**config.mk**
```make
export PLATFORM = sky130hd
export DESIGN_NAME = tmc_ctrl
export DESIGN_NICKNAME = d
export VERILOG_FILES = /design/src/hdl/tmc_pkg.sv /design/src/hdl/tmc_ctrl.sv
export SDC_FILE = /design/constraint.sdc
export NUM_CORES = 1
export LEC_CHECK = 0
export BUFFER_PORTS_ARGS = -buffer_cell sky130_fd_sc_hd__buf_4
export CORE_AREA = 2 2 39 41
export CTS_CLUSTER_SIZE = 10
export DETAILED_ROUTE_END_ITERATION = 10
export DIE_AREA = 0 0 41 43
export PLACE_DENSITY_LB_ADDON = 0.1
export SYNTH_ARGS = -nofsm -noshare
export SYNTH_HDL_FRONTEND = slang
export SYNTH_SLANG_ARGS = --single-unit
export TNS_END_PERCENT = 100
```
**constraint.sdc**
```tcl
create_clock -name clk_i -period 4.32 [get_ports clk_i]
set_clock_uncertainty 0.15 [all_clocks]
set_input_delay 0.648 -clock clk_i [delete_from_list [all_inputs] [get_ports clk_i]]
set_output_delay 0.648 -clock clk_i [all_outputs]
set_load 0.03 [all_outputs]
```
**src/hdl/tmc_pkg.sv**
```systemverilog
// Package for the trapezoid motion controller: opcodes, register indexes,
// controller states, datapath operations, CORDIC table and saturation helper.
// No dependencies.
package tmc_pkg;

  localparam logic [1:0] OPC_TICK  = 2'd0;
  localparam logic [1:0] OPC_DIST  = 2'd1;
  localparam logic [1:0] OPC_ANG   = 2'd2;
  localparam logic [1:0] OPC_SPARE = 2'd3;

  localparam int CFG_IDX_W = 3;
  localparam logic [CFG_IDX_W-1:0] CFG_SPEED_LIMIT  = 3'd0;
  localparam logic [CFG_IDX_W-1:0] CFG_ACCEL_LIMIT  = 3'd1;
  localparam logic [CFG_IDX_W-1:0] CFG_STEP_TIME    = 3'd2;
  localparam logic [CFG_IDX_W-1:0] CFG_DIST_DBAND   = 3'd3;
  localparam logic [CFG_IDX_W-1:0] CFG_ANGLE_DBAND  = 3'd4;
  localparam logic [CFG_IDX_W-1:0] CFG_ANGLE_GAIN   = 3'd5;
  localparam logic [CFG_IDX_W-1:0] CFG_SPARE        = 3'd7;

  localparam logic [30:0] RST_SPEED_LIMIT = 31'd65536;
  localparam logic [30:0] RST_ACCEL_LIMIT = 31'd32768;
  localparam logic [30:0] RST_STEP_TIME   = 31'd1092;
  localparam logic [30:0] RST_DIST_DBAND  = 31'd1966;
  localparam logic [30:0] RST_ANGLE_DBAND = 31'd655;
  localparam logic [30:0] RST_ANGLE_GAIN  = 31'd196608;

  localparam logic [63:0] PHASE_SCALE = 64'h28BE60DB9391054A;
  localparam logic signed [33:0] CORDIC_GAIN = 34'sd652032874;
  localparam int CORDIC_STEPS = 24;
  localparam int SQRT_STEPS = 32;

  localparam logic [31:0] ATAN_TURNS [CORDIC_STEPS] = '{
    32'd536870912, 32'd316933406, 32'd167458907, 32'd85004756, 32'd42667331,
    32'd21354465, 32'd10679838, 32'd5340245, 32'd2670163, 32'd1335087,
    32'd667544, 32'd333772, 32'd166886, 32'd83443, 32'd41722, 32'd20861,
    32'd10430, 32'd5215, 32'd2608, 32'd1304, 32'd652, 32'd326, 32'd163, 32'd81
  };

  typedef enum logic [4:0] {
    ST_IDLE, ST_ANG_MUL, ST_ANG_FIN, ST_SL_SQ, ST_ACC_D, ST_CMP, ST_RAMP,
    ST_SQRT_BR, ST_PH1, ST_PH2, ST_PH3, ST_CORDIC, ST_MUL_VX, ST_MUL_VY,
    ST_STORE_VY, ST_SQ_X, ST_SQ_Y, ST_SQ_SUM, ST_SQRT_LEN, ST_DIST_FIN
  } ctrl_state_e;

  typedef enum logic [4:0] {
    OP_NONE, OP_SET_DIST, OP_SET_ANG, OP_LOAD, OP_ANG_MUL, OP_FIN_A,
    OP_SL_SQ, OP_ACC_D, OP_CMP, OP_RAMP, OP_SQRT_BR, OP_PH1, OP_PH2, OP_PH3,
    OP_CORDIC, OP_MUL_VX, OP_MUL_VY, OP_STORE_VY, OP_SQ_X, OP_SQ_Y,
    OP_SQ_SUM, OP_SQRT_LEN, OP_FIN_D
  } dp_op_e;

  typedef struct packed {
    dp_op_e op;
  } cmd_t;

  typedef struct packed {
    logic angle_mode;
    logic dead;
    logic brake;
    logic last;
    logic out_free;
  } status_t;

  function automatic logic signed [31:0] sat32(input logic signed [67:0] v);
    logic hi_zero;
    logic hi_ones;
    hi_zero = (v[67:31] == '0);
    hi_ones = (v[67:31] == '1);
    if (hi_zero || hi_ones) begin
      return v[31:0];
    end else if (v[67]) begin
      return 32'sh80000000;
    end else begin
      return 32'sh7FFFFFFF;
    end
  endfunction

endpackage

```
**src/hdl/tmc_ctrl.sv**
```systemverilog
// Controller state machine of the trapezoid motion controller.
// Sequences datapath operations per request; uses tmc_pkg.
module tmc_ctrl (
  input  logic                 clk_i,
  input  logic                 rst_ni,
  input  logic                 in_valid_i,
  output logic                 in_stall_o,
  input  logic [1:0]           opcode_i,
  input  tmc_pkg::status_t     status_i,
  output tmc_pkg::cmd_t        cmd_o
);

  tmc_pkg::ctrl_state_e state_q, state_d;

  always_ff @(posedge clk_i or negedge rst_ni) begin
    if (!rst_ni) begin
      state_q <= tmc_pkg::ST_IDLE;
    end else begin
      state_q <= state_d;
    end
  end

  always_comb begin
    state_d = state_q;
    unique case (state_q)
      tmc_pkg::ST_IDLE: begin
        if (in_valid_i && opcode_i == tmc_pkg::OPC_TICK) begin
          state_d = status_i.angle_mode ? tmc_pkg::ST_ANG_MUL : tmc_pkg::ST_SL_SQ;
        end
      end
      tmc_pkg::ST_ANG_MUL:  state_d = tmc_pkg::ST_ANG_FIN;
      tmc_pkg::ST_ANG_FIN: begin
        if (status_i.out_free) state_d = tmc_pkg::ST_IDLE;
      end
      tmc_pkg::ST_SL_SQ:    state_d = tmc_pkg::ST_ACC_D;
      tmc_pkg::ST_ACC_D:    state_d = tmc_pkg::ST_CMP;
      tmc_pkg::ST_CMP:      state_d = tmc_pkg::ST_RAMP;
      tmc_pkg::ST_RAMP: begin
        state_d = (status_i.brake && !status_i.dead) ? tmc_pkg::ST_SQRT_BR : tmc_pkg::ST_PH1;
      end
      tmc_pkg::ST_SQRT_BR: begin
        if (status_i.last) state_d = tmc_pkg::ST_PH1;
      end
      tmc_pkg::ST_PH1:      state_d = tmc_pkg::ST_PH2;
      tmc_pkg::ST_PH2:      state_d = tmc_pkg::ST_PH3;
      tmc_pkg::ST_PH3:      state_d = tmc_pkg::ST_CORDIC;
      tmc_pkg::ST_CORDIC: begin
        if (status_i.last) state_d = tmc_pkg::ST_MUL_VX;
      end
      tmc_pkg::ST_MUL_VX:   state_d = tmc_pkg::ST_MUL_VY;
      tmc_pkg::ST_MUL_VY:   state_d = tmc_pkg::ST_STORE_VY;
      tmc_pkg::ST_STORE_VY: state_d = tmc_pkg::ST_SQ_X;
      tmc_pkg::ST_SQ_X:     state_d = tmc_pkg::ST_SQ_Y;
      tmc_pkg::ST_SQ_Y:     state_d = tmc_pkg::ST_SQ_SUM;
      tmc_pkg::ST_SQ_SUM:   state_d = tmc_pkg::ST_SQRT_LEN;
      tmc_pkg::ST_SQRT_LEN: begin
        if (status_i.last) state_d = tmc_pkg::ST_DIST_FIN;
      end
      tmc_pkg::ST_DIST_FIN: begin
        if (status_i.out_free) state_d = tmc_pkg::ST_IDLE;
      end
      default: state_d = tmc_pkg::ST_IDLE;
    endcase
  end

  always_comb begin
    cmd_o.op = tmc_pkg::OP_NONE;
    unique case (state_q)
      tmc_pkg::ST_IDLE: begin
        if (in_valid_i) begin
          unique case (opcode_i)
            tmc_pkg::OPC_TICK: cmd_o.op = tmc_pkg::OP_LOAD;
            tmc_pkg::OPC_DIST: cmd_o.op = tmc_pkg::OP_SET_DIST;
            tmc_pkg::OPC_ANG:  cmd_o.op = tmc_pkg::OP_SET_ANG;
            default:           cmd_o.op = tmc_pkg::OP_NONE;
          endcase
        end
      end
      tmc_pkg::ST_ANG_MUL:  cmd_o.op = tmc_pkg::OP_ANG_MUL;
      tmc_pkg::ST_ANG_FIN: begin
        // hold the product while the output register is full
        if (status_i.out_free) cmd_o.op = tmc_pkg::OP_FIN_A;
        else                   cmd_o.op = tmc_pkg::OP_ANG_MUL;
      end
      tmc_pkg::ST_SL_SQ:    cmd_o.op = tmc_pkg::OP_SL_SQ;
      tmc_pkg::ST_ACC_D:    cmd_o.op = tmc_pkg::OP_ACC_D;
      tmc_pkg::ST_CMP:      cmd_o.op = tmc_pkg::OP_CMP;
      tmc_pkg::ST_RAMP:     cmd_o.op = tmc_pkg::OP_RAMP;
      tmc_pkg::ST_SQRT_BR:  cmd_o.op = tmc_pkg::OP_SQRT_BR;
      tmc_pkg::ST_PH1:      cmd_o.op = tmc_pkg::OP_PH1;
      tmc_pkg::ST_PH2:      cmd_o.op = tmc_pkg::OP_PH2;
      tmc_pkg::ST_PH3:      cmd_o.op = tmc_pkg::OP_PH3;
      tmc_pkg::ST_CORDIC:   cmd_o.op = tmc_pkg::OP_CORDIC;
      tmc_pkg::ST_MUL_VX:   cmd_o.op = tmc_pkg::OP_MUL_VX;
      tmc_pkg::ST_MUL_VY:   cmd_o.op = tmc_pkg::OP_MUL_VY;
      tmc_pkg::ST_STORE_VY: cmd_o.op = tmc_pkg::OP_STORE_VY;
      tmc_pkg::ST_SQ_X:     cmd_o.op = tmc_pkg::OP_SQ_X;
      tmc_pkg::ST_SQ_Y:     cmd_o.op = tmc_pkg::OP_SQ_Y;
      tmc_pkg::ST_SQ_SUM:   cmd_o.op = tmc_pkg::OP_SQ_SUM;
      tmc_pkg::ST_SQRT_LEN: cmd_o.op = tmc_pkg::OP_SQRT_LEN;
      tmc_pkg::ST_DIST_FIN: begin
        if (status_i.out_free) cmd_o.op = tmc_pkg::OP_FIN_D;
      end
      default: cmd_o.op = tmc_pkg::OP_NONE;
    endcase
  end

  assign in_stall_o = (state_q != tmc_pkg::ST_IDLE);

`ifndef NO_ASSERTIONS
  a_ang_tick: assert property (@(posedge clk_i) disable iff (!rst_ni)
    (state_q == tmc_pkg::ST_IDLE && in_valid_i && opcode_i == tmc_pkg::OPC_TICK
     && status_i.angle_mode) |=> (state_q == tmc_pkg::ST_ANG_MUL))
    else $error("angle tick did not start the angle sequence");
  a_cordic_hold: assert property (@(posedge clk_i) disable iff (!rst_ni)
    (state_q == tmc_pkg::ST_CORDIC && !status_i.last) |=> (state_q == tmc_pkg::ST_CORDIC))
    else $error("CORDIC left early");
  a_len_done: assert property (@(posedge clk_i) disable iff (!rst_ni)
    (state_q == tmc_pkg::ST_SQRT_LEN && status_i.last) |=> (state_q == tmc_pkg::ST_DIST_FIN))
    else $error("step length root did not finish the tick");
`endif

endmodule

```
Word level (Yosys, flattened, before mapping). Index checks and enable logic that the tools add are counted.

Eq/ne operators: 26. Mux-type cells: 13. Reduce and logical (&&, ||, !) cells: 8.

Operator list (count): 5-bit one-hot mux with 20 select lines (1); 5-bit one-hot mux with 19 select lines (1); 5-bit by 4-bit equality test with 1-bit output (second input constant) (8); 5-bit two-way mux (6); 5-bit by 3-bit equality test with 1-bit output (second input constant) (4); 5-bit equality test (second input constant) (4); 5-bit by 2-bit equality test with 1-bit output (second input constant) (2); 2-bit inequality test (second input constant) (4); 2-bit one-hot mux with 3 select lines (1); 5-bit by 1-bit equality test with 1-bit output (second input constant) (1); 5-bit zero test (1); 5-bit AND reduction (1); 5-bit nonzero test (1); 2-bit two-way mux (2); 4-bit two-way mux (1); 2-bit by 1-bit equality test with 1-bit output (second input constant) (1); 2-bit equality test (second input constant) (1); 1-bit logical AND (2); 2-bit zero test (1); 2-bit by 1-bit inequality test with 1-bit output (second input constant) (1); 2-bit OR reduction (1); 1-bit zero test (1); 1-bit two-way mux (1).

Register bits: 5. Bits of input ports: 10. Logic and storage cells: 48.

Depth between registers and ports, before layout. Gate-level depths: netlist of run 1.

Word-level depth: 4. Gate-level depth with buffers: 6.

Worst setup path before layout of run 1. No wires, ideal clock.

Path kind: register to output. Start point: register state_q[4]. End point: output cmd_o[0] (netlist name). Arrival time: 1.686 ns. Required time: 3.522 ns. Path slack: 1.836 ns. Stages on the path, launching flop included: 5. Path buffers: 2. Path through: dfrtp_1 buf_4 clkbuf_1 nor2b_1 o32ai_1.

RTL lines: start, declared (line tmc_ctrl.sv:13) `tmc_pkg::ctrl_state_e state_q, state_d;`; start signal, assigned (line tmc_ctrl.sv:17) `state_q <= tmc_pkg::ST_IDLE;`; start signal, assigned (line tmc_ctrl.sv:19) `state_q <= state_d;`; end, declared (line tmc_ctrl.sv:10) `output tmc_pkg::cmd_t cmd_o`.

==> impl_metrics.csv, run 1 <==
group,metric,value,unit
timing,finalSetupViolCount,0,
drt,viasPerCell,5.98,
power,power_per_cell_area,906,nW/um^2
run,drv_cap,0,
drt,detailedRoute.firstPassIterationCount,4,
power,leakage,0.307,nW
critical_path,critical_path.max_fanout,21,
timing,total_neg_setup_slack,0,ns
drt,wirelength,1470,um
finish,registers.top_by_ff_count,"state_q",
synth,post_synth.cell_area_avg,7.81,um^2
critical_path,end_kind,"primary output",
floorplan,die_w,41,um
clocking,cts_post_setup_buffers_inserted,0,
clocking,clkLatencyLatePin,0.25,ns
critical_path,start_kind,"flop",
floorplan,num_rows,14,
finish,final_cells,105,
floorplan,floorplan.die_area,1760,um^2
timing,relSlewSlack,59.0,%
place,numPlacedInstances,101,
clocking,worst_setup_hold_path_clk_slew,0.05,ns
synth,yosysWarningCount,0,
place,dpl_ws,2.07,ns
timing,finalHoldViolations,0,
synth,ys.flop_type,"sky130_fd_sc_hd__dfrtp_1",
timing,fmaxAchievable,395,MHz
synth,yosys_register_bits,5,
timing,grt_setup_unrepaired,"false",
clocking,clk_path_buf_depth,2,
place,port_buffers,15,
place,gpl.final_weighted_congestion,0.802,
clocking,clk_root_buffer_cell,"sky130_fd_sc_hd__clkbuf_4",
floorplan,boundaryPins,16,
finish,n_antenna_cell,0,
global_routing,wire_length_of_the_first_global_routing_pass,2390,um
clocking,cts_tree,"built",
drt,route.detailed.drc,0,
critical_path,timing.critical_path.cells,"nor2b_1 > o311ai_0 > a21oi_1 > buf_4",
synth,top_cells_by_area_in_the_synthesized_netlist,"sky130_fd_sc_hd__dfrtp_1 (21%), sky130_fd_sc_hd__a21oi_1 (4.9%), sky130_fd_sc_hd__nor3b_1 (4.9%)",
finish,multi_input_logic_area,425,um^2
finish,layout.area.seq,125,um^2
global_routing,maximum_number_of_pins_on_one_net_before_global_route_repair,22,
clocking,cts-hold-fix-buffers,0,
timing,timing_max_transition_violations_final,0,
synth,syn-num-nets,88,
synth,yosys.area.top_type_share,20.5,%
timing,finalWorstSetupSlack,1.79,ns
synth,number_of_library_cell_types_mapped_by_synthesis,38,
synth,synth.yosys.seq_area_share,20.5,%
power,ir_drop_worst_case_vdd,0.000359,V
finish,area_growth_syn_to_layout,18.5,%
critical_path,critical_path_data_arrival_time,1.73,ns
synth,synth_cells,78,
synth,synth_top_area_cell,"sky130_fd_sc_hd__dfrtp_1",
synth,synth_enable_flop_cells,0,
global_routing,vias_in_the_first_global_route,552,
finish,n_fill_cell,144,
clocking,cts_max_level,1,
timing,min_period,2.53,ns
run_status,status,"finished clean",
global_routing,groute.usage.overall,19.9,%
finish,layout.nets,100,
critical_path,timing.critical_path.required,3.52,ns
critical_path,r2r_slack,2.31,ns
place,detailedPlacementHpwl,1060,um
global_routing,globalRouteOverflowTotal,0,
clocking,cts.sink_count,5,
timing,worstMarginPinSlew,0.615,ns
finish,reg_top3,"state_q: 5 flops",
worst_hold_path,holdCritPathClass,"in2async",
synth,postSynth.asyncResetShare,100,%
critical_path,worst-setup-path-type,"reg2out",
finish,post_route_cells_drive_above_1_share,25.8,%
timing,final_min_period_over_clock_period,58.6,%
finish,largest_register_ff_count,5,
floorplan,die_y,43,um
critical_path,crit_slowest_cell,"sky130_fd_sc_hd__dfrtp_1",
floorplan,coreArea,1380,um^2
drt,routed_wire_length_per_instance,14.0,um
synth,post_synth_instance_area,609,um^2
global_routing,grt_antenna_before_repair,0,
drt,postRouteAntennaNets,0,
drt,vias,628,
drt,detail_route.iter0.violations,10,
clocking,cts-buffers-inserted,3,
floorplan,floorplan.initialDensity,44.0,%
critical_path,critical_path.max_stage_delay,0.73,ns
clocking,post_cts_resized,0,
==> critical path: cells and delay by family, from the launching register on <==
kind / cells / cell delay [ns]
AOI/OAI and AO/OA: 2 / 0.39
buffers and inverters: 1 / 0.19
DFF: 1 / 0.73
and+or+nand+nor: 1 / 0.16
==> path summary, 6_finish.rpt <==
| check | from | cells past startpoint | endpoint |
|---|---|---|---|
| max | state_q[4] | 4 | cmd_o[2] |
| min | rst_ni | 1 | state_q[1] |
| max reg2reg | state_q[4] | 4 | state_q[2] |
| min reg2reg | state_q[1] | 2 | state_q[1] |
| max in group asynchronous | rst_ni | 1 | state_q[2] |
| min in group clk_i | status_i[1] | 3 | state_q[2] |
==> cell usage in the layout (no fill, tap or decap), types with 2 or more instances in the layout <==
cell	synthesis	final
sky130_fd_sc_hd__or3_1	2	2
sky130_fd_sc_hd__inv_1	2	2
sky130_fd_sc_hd__nor2_1	3	3
sky130_fd_sc_hd__nor3b_1	4	4
sky130_fd_sc_hd__nor2b_1	4	4
sky130_fd_sc_hd__xnor2_1	2	2
sky130_fd_sc_hd__xor2_1	2	2
sky130_fd_sc_hd__o31ai_1	2	2
sky130_fd_sc_hd__mux2i_1	2	2
sky130_fd_sc_hd__a21o_1	2	2
sky130_fd_sc_hd__nand3b_1	2	2
sky130_fd_sc_hd__a311oi_1	2	2
sky130_fd_sc_hd__o21ai_0	4	4
sky130_fd_sc_hd__nand3_1	3	3
sky130_fd_sc_hd__dfrtp_1	5	5
sky130_fd_sc_hd__buf_4	1	15
sky130_fd_sc_hd__nand2_1	5	5
sky130_fd_sc_hd__clkbuf_4	0	3
sky130_fd_sc_hd__a31oi_1	2	2
sky130_fd_sc_hd__a21oi_1	6	6
==> routing by layer <==
metal,global-route usage (%),up-vias,part of all wire (%)
met1,29.2,294,47
met4,8.00,0,1.2
met5,0,-,0
li1,-,312,-
met3,4.71,2,4.9
met2,27.2,20,47
==> kinds of logic after synthesis <==
group | count (synthesis) | synth area share [%]
xor+xnor | 4 | 5.75
compound gates | 27 | 30.6
flops | 5 | 20.5
simple gates | 29 | 30.2
buf+inv | 11 | 9.65
mux | 2 | 3.29
==> through the flow <==
| stage | hold slack (ns) | utilization (%) | cell area, um^2 | power (mW) |
|---|---|---|---|---|
| after floorplan | 0.202 | - | 609 | 0.492 |
| after global placement | 0.301 | 50.2 | 694 | 0.598 |
| after detailed placement | 0.304 | 50.2 | 694 | 0.597 |
| after CTS | 0.0351 | 52.2 | 722 | 0.654 |
| after global routing | 0.0284 | 52.2 | 722 | 0.707 |
| final | 0.0399 | 52.2 | 722 | 0.654 |
==> power by group <==
group	switching, mW	leakage, nW	internal (mW)
clock	0.0225	0.0177	0.0337
combinational	0.232	0.229	0.194
sequential	0.102	0.0609	0.0690
==> cell type report <==
cell class	count	share of cell area, %
repair buffers	15	15.6
clock buffers	3	3.12
well taps	16	2.77
multi-input cells	62	58.9
flip-flops and latches	5	17.3
inverters	3	1.56
clock inverters	1	0.693
==> Yosys cell counts, types with 2 or more instances <==
library cell and number:
sky130_fd_sc_hd__nor3b_1 4, sky130_fd_sc_hd__nor2_1 3, sky130_fd_sc_hd__a31oi_1 2, sky130_fd_sc_hd__dfrtp_1 5, sky130_fd_sc_hd__nand2_1 5, sky130_fd_sc_hd__o31ai_1 2
sky130_fd_sc_hd__clkbuf_1 2, sky130_fd_sc_hd__a21o_1 2, sky130_fd_sc_hd__nand3_1 3, sky130_fd_sc_hd__nor2b_1 4, sky130_fd_sc_hd__xnor2_1 2, sky130_fd_sc_hd__mux2i_1 2
sky130_fd_sc_hd__buf_2 4, sky130_fd_sc_hd__nand3b_1 2, sky130_fd_sc_hd__inv_1 2, sky130_fd_sc_hd__o21ai_0 4, sky130_fd_sc_hd__xor2_1 2, sky130_fd_sc_hd__or3_1 2
sky130_fd_sc_hd__a311oi_1 2, sky130_fd_sc_hd__a21oi_1 6
(Power assumes the default switching activity.)
==> run 2: changes to the inputs <==
==> constraint.sdc (replaced) <==
create_clock -name clk_i -period 2.6 [get_ports clk_i]
set_clock_uncertainty 0.15 [all_clocks]
set_input_delay 0.39 -clock clk_i [delete_from_list [all_inputs] [get_ports clk_i]]
set_output_delay 0.39 -clock clk_i [all_outputs]
set_load 0.03 [all_outputs]
==> impl_metrics.csv, run 2 (synthesis gave the netlist of run 1 again) <==
group,metric,value,unit
run_status,status,"finished clean",
floorplan,die_y,43,um
floorplan,num_rows,14,
clocking,cts_tree,"built",
timing,timing_max_transition_violations_final,0,
floorplan,boundaryPins,16,
timing,relSlewSlack,59.2,%
finish,post_route_cells_drive_above_1_share,24.4,%
critical_path,critical_path.max_fanout,21,
finish,largest_register_ff_count,5,
finish,n_fill_cell,135,
drt,routed_wire_length_per_instance,13.3,um
global_routing,grt_antenna_before_repair,0,
timing,finalHoldViolations,0,
worst_hold_path,holdCritPathClass,"in2async",
global_routing,wire_length_of_the_first_global_routing_pass,2230,um
floorplan,floorplan.initialDensity,44.0,%
timing,fmaxAchievable,441,MHz
drt,viasPerCell,5.99,
drt,route.detailed.drc,0,
place,dpl_ws,0.607,ns
critical_path,start_kind,"flop",
global_routing,globalRouteOverflowTotal,0,
drt,wirelength,1410,um
critical_path,worst_r2r_path_depth,4,
global_routing,groute.usage.overall,18.5,%
finish,reg_top3,"state_q: 5 flops",
critical_path,end_kind,"primary output",
finish,layout_common_cells,"sky130_fd_sc_hd__buf_4 (15), sky130_fd_sc_hd__a21oi_1 (6), sky130_fd_sc_hd__nand2_1 (5), sky130_fd_sc_hd__dfrtp_1 (5)",
power,power_per_cell_area,1490,nW/um^2
timing,grt_setup_unrepaired,"false",
clocking,clk_path_buf_depth,2,
power,leakage,0.309,nW
floorplan,floorplan.die_area,1760,um^2
clocking,cts.sink_count,5,
clocking,worst_setup_hold_path_clk_slew,0.05,ns
floorplan,coreArea,1380,um^2
critical_path,timing.critical_path.required,2.06,ns
place,port_buffers,15,
clocking,clkLatencyLatePin,0.24,ns
critical_path,worst-setup-path-type,"reg2out",
finish,area_growth_syn_to_layout,19.9,%
drt,vias,635,
finish,layout.nets,101,
drt,postRouteAntennaNets,0,
clocking,cts_post_setup_buffers_inserted,0,
finish,n_antenna_cell,0,
clocking,cts_max_level,1,
place,gpl.final_weighted_congestion,0.801,
timing,final_min_period_over_clock_period,87.3,%
run,drv_cap,0,
global_routing,maximum_number_of_pins_on_one_net_before_global_route_repair,22,
clocking,cts-hold-fix-buffers,1,
timing,min_period,2.27,ns
clocking,clk_root_buffer_cell,"sky130_fd_sc_hd__clkbuf_4",
critical_path,critical_path_data_arrival_time,1.73,ns
timing,finalSetupViolCount,0,
finish,registers.top_by_ff_count,"state_q",
timing,total_neg_setup_slack,0,ns
power,ir_drop_worst_case_vdd,0.000611,V
finish,layout.cells.most_common,"sky130_fd_sc_hd__buf_4",
clocking,post_cts_resized,0,
timing,finalWorstSetupSlack,0.331,ns
global_routing,vias_in_the_first_global_route,530,
clocking,cts-buffers-inserted,3,
timing,worstMarginPinSlew,0.611,ns
place,detailedPlacementHpwl,999,um
floorplan,die_w,41,um
drt,detail_route.iter0.violations,15,
drt,detailedRoute.firstPassIterationCount,4,
run 2: changes by cell type in the layout (fill, tap and decap cells not counted), sizes merged:
| cell | delta |
|---|---|
| clkbuf | +1 |
| clkinv | -1 |
| dlygate4sd3 | +1 |
run 2: area by class of cell:
class	count	area, um^2	area share [%]
clock buffer	4	26.3	3.60
inverter	3	11.3	1.54
multi-input combinational	62	425	58.2
sequential	5	125	17.1
tap	16	20.0	2.74
timing repair buffer	16	123	16.8
run 2: layer usage:
metal | track usage (%) | share of wire, %
met5 | 0 | 0
met4 | 4.00 | 0
met3 | 7.85 | 4.8
met2 | 27.2 | 46
met1 | 24.8 | 49
run 2: worst paths after layout:
path	endpoint	from	slack, ns
worst max-delay path	cmd_o[0]	state_q[4]	0.33
worst min-delay path	state_q[1]	rst_ni	0.33
worst max register to register	state_q[2]	state_q[4]	0.63
worst min register to register	state_q[1]	state_q[1]	0.69
max in group asynchronous	state_q[2]	rst_ni	1.87
min in group clk_i	state_q[2]	status_i[1]	0.33
run 2: worst max-delay path, cell delays in order, from the launching register on:
cell and delay (ns):
sky130_fd_sc_hd__dfrtp_1 0.60, sky130_fd_sc_hd__or3_1 0.47, sky130_fd_sc_hd__a21oi_1 0.13, sky130_fd_sc_hd__o32ai_1 0.09
sky130_fd_sc_hd__buf_4 0.19
run 2: where the power goes:
part           internal, mW  switching [mW]
clock network        0.0582          0.0350
registers             0.115           0.170
logic                 0.324           0.384
run 2: stage by stage:
step           area, um^2  power (mW)  cells  util [%]  hold slack [ns]
3_5_place_dp          694       0.992    101      50.2           0.0429
3_3_place_gp          694       0.994    101      50.2           0.0429
6_report              731        1.09    106      52.8            0.329
5_1_grt               731        1.17    106      52.8            0.336
2_1_floorplan         609       0.818     78         -          -0.0556
4_1_cts               731        1.09    106      52.8            0.324
==> run 3: changes to the inputs <==
==> constraint.sdc (replaced) <==
create_clock -name clk_i -period 2.9 [get_ports clk_i]
set_clock_uncertainty 0.15 [all_clocks]
set_input_delay 0.435 -clock clk_i [delete_from_list [all_inputs] [get_ports clk_i]]
set_output_delay 0.435 -clock clk_i [all_outputs]
set_load 0.03 [all_outputs]
==> impl_metrics.csv, run 3 (synthesis gave the netlist of run 1 again) <==
group,metric,value,unit
floorplan,coreArea,1380,um^2
critical_path,worst_r2r_path_depth,4,
critical_path,critical_path.max_stage_delay,0.61,ns
timing,grt_setup_unrepaired,"false",
finish,final_cells,106,
floorplan,boundaryPins,16,
floorplan,die_y,43,um
floorplan,floorplan.die_area,1760,um^2
place,numPlacedInstances,101,
drt,route.detailed.drc,0,
timing,finalHoldViolations,0,
clocking,clk_path_buf_depth,2,
finish,area_growth_syn_to_layout,19.9,%
place,port_buffers,15,
critical_path,cp.buffers_inverters,1,
finish,n_antenna_cell,0,
global_routing,grt_antenna_before_repair,0,
critical_path,critical_path_sink,"cmd_o[0]",
power,ir_drop_worst_case_vdd,0.000616,V
power,leakage,0.309,nW
global_routing,wire_length_of_the_first_global_routing_pass,2320,um
timing,worstMarginPinSlew,0.653,ns
critical_path,startpoint,"state_q[4]",
timing,relSlewSlack,56.4,%
timing,timing_max_transition_violations_final,0,
timing,finalSetupViolCount,0,
finish,layout.nets,101,
clocking,cts_tree,"built",
global_routing,globalRouteOverflowTotal,0,
global_routing,groute.usage.overall,19.3,%
critical_path,crit_cells,4,
critical_path,critical_path.top_delay_family,"flip-flops",
drt,wirelength,1520,um
finish,largest_register_ff_count,5,
finish,layout.cells.most_common,"sky130_fd_sc_hd__buf_4",
clocking,clk_root_buffer_cell,"sky130_fd_sc_hd__clkbuf_4",
critical_path,timing.critical_path.required,2.32,ns
power,power_per_cell_area,1340,nW/um^2
clocking,cts_max_level,1,
critical_path,start_kind,"flop",
clocking,cts-buffers-inserted,3,
global_routing,global_route.usage.met3,7.85,%
critical_path,crit-reg2reg-launch,"state_q[4]",
timing,fmaxAchievable,427,MHz
clocking,worst_setup_hold_path_clk_slew,0.05,ns
drt,routed_wire_length_per_instance,14.3,um
global_routing,globalRouteMet1Util,27.5,%
clocking,cts.sink_count,5,
floorplan,num_rows,14,
finish,layout_common_cells,"sky130_fd_sc_hd__buf_4 (15), sky130_fd_sc_hd__a21oi_1 (6), sky130_fd_sc_hd__nand2_1 (5), sky130_fd_sc_hd__dfrtp_1 (5)",
drt,vias,650,
drt,detail_route.iter0.violations,29,
global_routing,grt-busiest-layer,"met1",
power,total_power,0.982,mW
drt,detailedRoute.firstPassIterationCount,4,
global_routing,vias_in_the_first_global_route,517,
timing,total_neg_setup_slack,0,ns
finish,post_route_cells_drive_above_1_share,24.4,%
place,gpl.final_weighted_congestion,0.802,
drt,viasPerCell,6.13,
critical_path,critical_path.max_fanout,21,
timing,min_period,2.34,ns
drt,postRouteAntennaNets,0,
finish,reg_top3,"state_q: 5 flops",
critical_path,end_kind,"primary output",
worst_hold_path,holdCritPathClass,"in2async",
finish,registers.top_by_ff_count,"state_q",
timing,final_min_period_over_clock_period,80.8,%
clocking,post_cts_resized,0,
clocking,clkLatencyLatePin,0.25,ns
critical_path,r2r_slack,0.88,ns
run_status,status,"finished clean",
floorplan,floorplan.initialDensity,44.0,%
critical_path,worst-setup-path-type,"reg2out",
place,detailedPlacementHpwl,1020,um
global_routing,maximum_number_of_pins_on_one_net_before_global_route_repair,22,
floorplan,die_w,41,um
critical_path,timing.critical_path.cells,"or3_1 > a21oi_1 > o32ai_1 > buf_4",
global_routing,gr-usage-met2,26.9,%
critical_path,reg2reg_to,"state_q[2]",
critical_path,critical_path_data_arrival_time,1.76,ns
run,drv_cap,0,
critical_path,crit_slowest_cell,"sky130_fd_sc_hd__dfrtp_1",
run 3: cell counts in the layout (fill, tap and decap cells not counted):
No cell type changed its count.
run 3: stage by stage:
stage,cell area (um^2),util (%),worst slack [ns],hold WS (ns)
final,731,52.8,0.558,0.377
after global routing,731,52.8,0.415,0.375
after CTS,731,52.8,0.581,0.368
after detailed placement,694,50.2,0.856,0.0882
after global placement,694,50.2,0.872,0.0879
after floorplan,609,-,0.629,-0.0106
run 3: layout make-up:
type                            instances  area (um^2)
Sequential cell                         5          125
Timing Repair Buffer                   16          123
Multi-Input combinational cell         62          425
Fill cell                             141          653
Clock buffer                            4         26.3
Tap cell                               16         20.0
Inverter                                3         11.3
run 3: where the power goes:
part	switching (mW)	internal, mW	total (mW)
logic	0.348	0.290	0.639
clock network	0.0310	0.0522	0.0831
registers	0.158	0.103	0.261
run 3: per-layer routing:
| layer | part of all wire [%] | up-vias |
|---|---|---|
| li1 | - | 320 |
| met1 | 47 | 305 |
| met4 | 0 | 0 |
| met3 | 7.3 | 0 |
| met2 | 45 | 25 |
| met5 | 0 | - |
run 3: what timing repair did:
item,in CTS,in global routing
hold buffers,1,0
endpoints found under the hold margin,5,0
buffers inserted,0,0
run 3: how the worst min path moves through the flow:
stage,startpoint,to,cells after the start
floorplan,rst_ni,state_q[0],0
global placement,rst_ni,state_q[1],1
detailed placement,rst_ni,state_q[1],1
CTS,rst_ni,state_q[1],2
global route,status_i[1],state_q[2],3
finish,rst_ni,state_q[1],2
